## src/hw/rtl/mwas_pkg.sv

```systemverilog
// Shared types and constants for the max-weight assignment solver.
// Used by the controller, the datapath and the top level.
`timescale 1ns / 1ps
package mwas_pkg;
    localparam int MAX_SIZE = 16;
    localparam int IDX_W    = $clog2(MAX_SIZE);
    localparam int CNT_W    = IDX_W + 1;
    localparam int ADDR_W   = 2 * IDX_W;
    localparam int DEPTH    = MAX_SIZE * MAX_SIZE;
    localparam int WT_W     = 31;
    localparam int LBL_W    = 40;
    localparam int SLK_W    = 41;
    localparam int SZ_W     = 5;

    typedef enum logic [3:0] {
        S_IDLE, S_MAX_RD, S_MAX_USE, S_QINIT, S_PHASE, S_POP, S_SCAN_RD,
        S_SCAN_USE, S_MIN, S_MIN_DONE, S_UPD, S_AUG, S_KNEXT, S_OUT
    } state_t;

    typedef enum logic [3:0] {
        C_NOP, C_LOAD, C_MAX_USE, C_QINIT, C_PHASE, C_POP, C_SCAN_RD, C_SCAN_USE,
        C_MIN, C_UPD, C_AUG, C_KNEXT, C_EMIT
    } cmd_t;

    typedef struct packed {
        logic load_final;
        logic last_i;
        logic last_j;
        logic last_k;
        logic phase_over;
        logic pop_ok;
        logic v_valid;
        logic scan_stop;
        logic have;
        logic aug_go;
        logic out_free;
    } status_t;
endpackage

```

## src/hw/rtl/mwas_controller.sv

```systemverilog
// Controller state machine for the assignment solver.
// Issues one datapath command per cycle from status flags; depends on mwas_pkg.
`timescale 1ns / 1ps
module mwas_controller (
    input  logic                clk,
    input  logic                rst_n,
    input  logic                in_fire,
    input  mwas_pkg::status_t   status,
    output mwas_pkg::cmd_t      cmd,
    output mwas_pkg::state_t    state
);
    import mwas_pkg::*;

    state_t state_reg, state_next;

    assign state = state_reg;

    always_ff @(posedge clk or negedge rst_n)
    begin
        if (!rst_n)
            state_reg <= S_IDLE;
        else
            state_reg <= state_next;
    end

    always_comb
    begin
        state_next = state_reg;
        case (state_reg)
            S_IDLE:     if (status.load_final) state_next = S_MAX_RD;
            S_MAX_RD:   state_next = S_MAX_USE;
            S_MAX_USE:  state_next = (status.last_j && status.last_i) ? S_QINIT : S_MAX_RD;
            S_QINIT:    if (status.last_i) state_next = S_PHASE;
            S_PHASE:    state_next = status.phase_over ? S_AUG : S_POP;
            S_POP:
            begin
                if (status.pop_ok)
                    state_next = S_SCAN_RD;
                else if (status.v_valid)
                    state_next = S_AUG;
                else
                    state_next = S_MIN;
            end
            S_SCAN_RD:  state_next = S_SCAN_USE;
            S_SCAN_USE: state_next = status.scan_stop ? S_POP : S_SCAN_RD;
            S_MIN:      if (status.last_j) state_next = S_MIN_DONE;
            S_MIN_DONE: state_next = status.have ? S_UPD : S_AUG;
            S_UPD:      if (status.last_j) state_next = S_PHASE;
            S_AUG:      if (!status.aug_go) state_next = S_KNEXT;
            S_KNEXT:    state_next = status.last_k ? S_OUT : S_QINIT;
            S_OUT:      if (status.out_free && status.last_i) state_next = S_IDLE;
            default:    state_next = S_IDLE;
        endcase
    end

    always_comb
    begin
        cmd = C_NOP;
        case (state_reg)
            S_IDLE:     cmd = in_fire ? C_LOAD : C_NOP;
            S_MAX_USE:  cmd = C_MAX_USE;
            S_QINIT:    cmd = C_QINIT;
            S_PHASE:    cmd = C_PHASE;
            S_POP:      cmd = C_POP;
            S_SCAN_RD:  cmd = C_SCAN_RD;
            S_SCAN_USE: cmd = C_SCAN_USE;
            S_MIN:      cmd = C_MIN;
            S_UPD:      cmd = C_UPD;
            S_AUG:      cmd = C_AUG;
            S_KNEXT:    cmd = C_KNEXT;
            S_OUT:      cmd = C_EMIT;
            default:    cmd = C_NOP;
        endcase
    end
endmodule

```

## config.mk

```make
export PLATFORM = sky130hd
export DESIGN_NAME = mwas_controller
export DESIGN_NICKNAME = d
export VERILOG_FILES = /design/src/hw/rtl/mwas_pkg.sv /design/src/hw/rtl/mwas_controller.sv
export SDC_FILE = /design/constraint.sdc
export NUM_CORES = 1
export LEC_CHECK = 0
export BUFFER_PORTS_ARGS = -buffer_cell sky130_fd_sc_hd__buf_2
export CAP_MARGIN = 5
export CORE_AREA = 3 3 40 42
export CTS_BUF_LIST = sky130_fd_sc_hd__clkbuf_8
export DETAILED_ROUTE_END_ITERATION = 8
export DIE_AREA = 0 0 43 45
export PLACE_DENSITY = 0.65
export SLEW_MARGIN = 30
export SYNTH_ARGS = -nofsm -noshare
export SYNTH_HDL_FRONTEND = slang
export SYNTH_SLANG_ARGS = --single-unit
```

## constraint.sdc

```tcl
create_clock -name clk -period 2.05 [get_ports clk]
set_input_delay 0.3075 -clock clk [delete_from_list [all_inputs] [get_ports clk]]
set_output_delay 0.3075 -clock clk [all_outputs]
set_load 0.01 [all_outputs]
```

==> results of run 1 <==
-- synth_stat cells (all sizes together) --
master	n	area, µm²
a211oi	2	15.0
a21boi	2	15.0
a21oi	5	25.0
a221oi	1	8.76
a311oi	1	8.76
a31oi	5	31.3
and3	1	6.26
buf	4	32.5
clkbuf	2	7.51
dfrtp	4	100
inv	4	15.0
mux2i	1	10.0
nand2	9	33.8
nand2b	2	12.5
nand3b	1	7.51
nand4	1	6.26
nor2	3	11.3
nor2b	1	6.26
nor3	1	5.00
o21ai	9	45.0
o221ai	1	15.0
o22ai	1	6.26
o31a	1	8.76
o31ai	3	22.5
or2	2	12.5
or2b	1	7.51
or3	1	6.26
xnor2	1	8.76
-- layer usage --
layer  vias to the layer above  GRT usage, %  wire length, µm
met5                         -             0                0
li1                        304             -                -
met4                         0          14.5               55
met1                       265          21.7              657
met3                         5          3.19              110
met2                        25          21.9              606
-- path summary, 6_finish.rpt --
| kind | startpoint | endpoint | slack [ns] | cells past startpoint |
|---|---|---|---|---|
| setup / recovery | state[0]$_DFFE_PN0P_ | cmd[3] | 0.20 | 4 |
| hold / removal | rst_n | state[3]$_DFFE_PN0P_ | 0.42 | 2 |
| setup reg to reg | state[3]$_DFFE_PN0P_ | state[0]$_DFFE_PN0P_ | 0.36 | 5 |
| hold reg to reg | state[1]$_DFFE_PN0P_ | state[0]$_DFFE_PN0P_ | 0.68 | 2 |
| max in group asynchronous | rst_n | state[2]$_DFFE_PN0P_ | 1.50 | 2 |
| min in group clk | status[0] | state[2]$_DFFE_PN0P_ | 0.43 | 4 |
-- per-stage QoR --
| step | cells | util [%] | hold WS [ns] | area, µm² |
|---|---|---|---|---|
| global placement | 103 | 46.4 | 0.113 | 597 |
| detailed placement | 103 | 46.4 | 0.114 | 597 |
| floorplan | 70 | - | 0.0119 | 490 |
| CTS | 107 | 50.4 | 0.417 | 648 |
| finish | 107 | 50.4 | 0.420 | 648 |
| global route | 107 | 50.4 | 0.428 | 648 |
-- kinds of logic after synthesis --
logic type                after synthesis
AOI/OAI and AO/OA                      31
and+or+nand+nor                        23
buffers and inverters                  10
DFF                                     4
xor gates and xnor gates                1
muxes                                   1
-- report_power, final --
group	total [mW]	internal, mW	switching [mW]	leakage [nW]
sequential	0.207	0.118	0.0897	0.0498
clock	0.177	0.126	0.0507	0.0216
combinational	0.655	0.292	0.363	0.219
total	1.04	0.536	0.504	0.290
-- worst max-delay path: cells and delay by family, from the launching register on --
family                 cells  cell delay (ns)
flip-flops                 1             0.56
AND/OR/NAND/NOR            3             0.62
buffers and inverters      1             0.13
-- cell type report --
type / instances / area share, %
flip-flops and latches: 4 / 15.4
repair buffers: 25 / 21.2
clock buffers: 3 / 6.37
inverters: 4 / 2.32
well taps: 15 / 2.90
multi-input cells: 56 / 51.7
==> metrics.md, run 1 <==
| Metric | Value |
|---|---|
| Status | `completed` |
| Setup-failing EPs final | `0` |
| Mapped Cells | `70` |
| Most frequent cells in the layout | `buf_2, nand2_1, o21ai_0, a31oi_1, a21oi_1` |
| Syn-to-layout area delta | `32.1%` |
| Total GRT Usage | `16.3%` |
| Relative slew margins | `approximately 75%` |
| Clock tree buffer depth | `2` |
| Num CTS Buffers | `3` |
| Pre-CTS setup slack | `between 0.3 and 0.4 ns` |
| Average size of a mapped cell | `around 7 µm²` |
| Max VDD drop | `0.000611 V` |
| Antenna Cells | `0` |
| Port-buffer cells | `21` |
| Simple logic cell fraction of the synthesized area | `roughly a quarter` |
| Mux contribution to synthesized area | `2.04%` |
| Max Slew Vio Count | `0` |
| Main combinational cell family by area after synthesis | `compound AO/OA/AOI/OAI gates` |
| Seq cells post-synth | `4` |
| Setup TNS | `0 ns` |
| First-pass GRT wire length | `2.30 mm` |
| Netlist Area Pre-Place | `between 400 and 500 µm²` |
| Syn nets | `between 80 and 90` |
| H-tree lvl count | `1` |
| Slew of the pin with the lowest slew margin | `about 0.37 ns` |
| TritonCTS clock tree | `done` |
| Initial antenna violation count | `0` |
| Clock skew | `0.00289 ns` |
| # DRC | `0` |
| Hold_buf cts | `1` |
| Final-stage net count | `~110` |
| Fin. Hold Viols | `0` |
| Pwr Total | `around 1.0 mW` |
| RSZ-0062 raised after global routing | `no` |
| PostCTS Resize Cnt | `0` |
| Placer Congestion | `just over 0.8` |
| # fillers | `133` |
| Register Area | `~100 µm²` |
| Initial DRC count | `18` |
| Slowest-stage cell, CP | `dfrtp_1` |
| WP data required | `1.74 ns` |
| Final period util | `~90%` |
| Yosys warns | `0` |
| Clock transition at the registers of the reported paths | `approximately 0.040 ns` |
| Share of cells above drive strength 1 | `approximately a third` |
| Total number of vias | `around 600` |
| CP endpoint kind | `primary output` |
| Final WL | `1.43 mm` |
| Height of the die | `around 45 µm` |
| Critical path class | `flip-flop to primary output` |
| Detail Route Antenna Nets | `0` |
| Compound-Gate Fraction of Synth Area | `roughly 41%` |
| Worst Path Max Fanout | `12` |
| CP Cell Sequence | `nand2b_1, or2_2, and3_1, buf_2` |
| Largest net degree at the start of global routing | `15` |
| Max reg flops | `4` |
| Multi-input gate area | `approximately 340 µm²` |
| I/O pin cnt | `22` |
| Final HPWL DP | `slightly above 1 mm` |
| Fmax | `approximately 540 MHz` |
| Cell variety after synth | `31` |
| Worst min path class | `primary input to asynchronous set/reset pin` |
| Root buffer cell | `clkbuf_8` |
| Pwr dens | `1600 nW/µm²` |
| Leakage power | `roughly 0.29 nW` |
| Post-CTS Setup Bufs | `0` |
| WL per Instance | `13.3 µm` |
| Die span in x | `between 40 and 50 µm` |
| Period minus WS final | `1.85 ns` |
| Commonest non-fill, non-tap cell in the layout | `buf_2` |
| Synth Area in Adders | `0%` |
| Site Rows | `13` |
| Initial cell density of the core | `around two fifths` |
| Worst path max stage delay | `approximately 0.56 ns` |
| Detailed Routing Iterations Pass 1 | `4` |
| Vias in the first global route | `~520` |
| MaxCap Viol Count | `0` |
| Register area share after synthesis | `between 20% and 30%` |
| CTS sink count | `4` |
| Critical Path AT | `approximately 1.5 ns` |
| Post-route setup slack | `~0.20 ns` |
| GRT Residual Overflow | `0` |
| Startpoint types | `flip-flop` |
| Core Region | `1280 µm²` |
| Skew-Pair Late Insertion Delay | `~0.22 ns` |
| XOR/XNOR share of the synthesized area | `1.79%` |
| Die area | `~1900 µm²` |
| Vias/cell | `roughly 5.6` |
No activity file was read; power rests on OpenSTA's default activity.
==> run 2, diff against run 1 <==
- RECOVER_POWER: unset -> 25
==> run 2 against run 1 <==
Power about the same. Flip-flop and latch count unchanged. Register-to-register slack about the same. Sequential share of layout area about the same. Combinational power about the same. Clock skew unchanged. Worst hold slack improved by 0.0071 ns. Routed wire length decreased by 0.14%. Via count unchanged. Count of clock-buffer cells in the layout unchanged. Die area unchanged. Non-clock buffer count unchanged. Critical endpoint unchanged.
==> metrics.md, run 2 (synthesis results as in run 1) <==
| Metric | Value |
|---|---|
| Clock skew | `around 0.0029 ns` |
| Worst Path Max Fanout | `12` |
| Final instance area | `647 µm²` |
| Critical Path AT | `about 1.5 ns` |
| Total number of vias | `599` |
| Root buffer cell | `clkbuf_8` |
| Fmax | `around 540 MHz` |
| Status | `completed` |
| Syn-to-layout area delta | `31.9%` |
| Clock transition at the registers of the reported paths | `roughly 0.04 ns` |
| PostCTS Resize Cnt | `0` |
| Placed standard-cell area | `slightly below 600 µm²` |
| Max VDD drop | `a little over 0.0006 V` |
| First-pass GRT wire length | `2.30 mm` |
| Die area | `1940 µm²` |
| Core Region | `1280 µm²` |
| Relative slew margins | `75.1%` |
| Setup-failing EPs final | `0` |
| TritonCTS clock tree | `done` |
| Worst min path class | `primary input to flip-flop` |
| RSZ-0062 raised after global routing | `no` |
| MaxCap Viol Count | `0` |
| Vias in the first global route | `approximately 520` |
| Final Util | `roughly half` |
| Final-stage net count | `roughly 110` |
| Post-route setup slack | `between 0.2 and 0.25 ns` |
| Pwr Total | `1.04 mW` |
| Final period util | `between 90% and 100%` |
| CP delay by family, top | `simple AND/OR/NAND/NOR gates` |
| CTS sink count | `4` |
| Leakage power | `between 0.2 and 0.3 nW` |
| H-tree lvl count | `1` |
| # fillers | `approximately 130` |
| Slowest-stage cell, CP | `dfrtp_1` |
| Worst path max stage delay | `~0.56 ns` |
| Largest net degree at the start of global routing | `15` |
| I/O pin cnt | `22` |
| CP endpoint kind | `primary output` |
| Multi-input gate area | `~340 µm²` |
| Final WL | `between 1 and 1.5 mm` |
| Slew of the pin with the lowest slew margin | `0.371 ns` |
| Startpoint types | `flip-flop` |
| WL per Instance | `around 13 µm` |
| Fin. Hold Viols | `0` |
| Pre-CTS setup slack | `around 0.37 ns` |
| Pwr dens | `1610 nW/µm²` |
| Period minus WS final | `between 1.5 and 2 ns` |
| Max reg flops | `4` |
| Detailed Routing Iterations Pass 1 | `4` |
| Placer Congestion | `0.822` |
| Site Rows | `13` |
| Detail Route Antenna Nets | `0` |
| Max Slew Vio Count | `0` |
| Setup TNS | `0 ns` |
| GRT Residual Overflow | `0` |
| Initial antenna violation count | `0` |
| Clock tree buffer depth | `2` |
| # DRC | `0` |
| Initial cell density of the core | `approximately two fifths` |
| Port-buffer cells | `21` |
| Critical path class | `flip-flop to primary output` |
| Initial DRC count | `18` |
| Total GRT Usage | `between 10% and 20%` |
| Most frequent cells in the layout | `buf_2, nand2_1, o21ai_0, a31oi_1, a21oi_1` |
| WP data required | `1.74 ns` |
| Final HPWL DP | `1.02 mm` |
| Skew-Pair Late Insertion Delay | `approximately 0.22 ns` |
| CP Cell Sequence | `nand2b_1, or2_2, and3_1, buf_2` |
| Buffer and inverter count on the worst path | `1` |
| Commonest non-fill, non-tap cell in the layout | `buf_2` |
| Height of the die | `between 40 and 50 µm` |
| Share of cells above drive strength 1 | `31.5%` |
| Num CTS Buffers | `3` |
| Antenna Cells | `0` |
| Die span in x | `around 43 µm` |
| Register Area | `~100 µm²` |
| Vias/cell | `between 5 and 6` |
run 2: cell count changes in the layout (fill, tap and decap cells not counted):
cell      before  now
clkbuf_1       0    1
buf_2         21   20
run 2: layout make-up:
type | instances | share of cell area [%]
multi-input cells | 56 | 51.8
flip-flops and latches | 4 | 15.5
clock buffers | 3 | 6.38
inverters | 4 | 2.32
repair buffers | 25 | 21.1
well taps | 15 | 2.90
run 2: final timing paths:
kind | to | slack, ns | depth (start not counted) | from
max | cmd[3] | 0.20 | 4 | state[0]$_DFFE_PN0P_
min | state[2]$_DFFE_PN0P_ | 0.43 | 4 | status[0]
max reg2reg | state[0]$_DFFE_PN0P_ | 0.36 | 5 | state[3]$_DFFE_PN0P_
min reg2reg | state[0]$_DFFE_PN0P_ | 0.68 | 2 | state[1]$_DFFE_PN0P_
max in group asynchronous | state[2]$_DFFE_PN0P_ | 1.40 | 2 | rst_n
min in group asynchronous | state[3]$_DFFE_PN0P_ | 0.45 | 2 | rst_n
run 2: worst reg2reg max path, cell delays in order, from the launching register on:
cell and delay, ns:
dfrtp_1 0.50, or3_1 0.40, a211oi_1 0.26, a311oi_1 0.10, o21ai_1 0.15, o21ai_0 0.14
run 2: what timing repair did:
item | 4_1_cts | 5_1_grt
setup endpoints to repair | 0 | 0
hold buffers | 1 | 0
hold endpoints to repair | 4 | 0
buffers inserted | 0 | 0
run 2: layer usage:
layer / share of wire (%) / wire length, µm / up-vias / track usage, %
met5: 0 / 0 / - / 0
met4: 3.9 / 55 / 0 / 14.5
met3: 7.7 / 110 / 5 / 3.19
met2: 42 / 606 / 25 / 21.9
met1: 46 / 655 / 265 / 21.7
li1: - / - / 304 / -
run 2: where the power goes:
| part | leakage, nW | internal, mW | switching (mW) | total [mW] |
|---|---|---|---|---|
| logic | 0.216 | 0.292 | 0.363 | 0.655 |
| registers | 0.0498 | 0.118 | 0.0897 | 0.207 |
| clock network | 0.0216 | 0.126 | 0.0507 | 0.177 |
| total | 0.287 | 0.535 | 0.504 | 1.04 |
run 2: through the flow:
step           hold WS, ns  instances
2_1_floorplan       0.0119         70
3_3_place_gp         0.113        103
3_5_place_dp         0.114        103
4_1_cts              0.417        107
5_1_grt              0.448        107
6_report             0.428        107
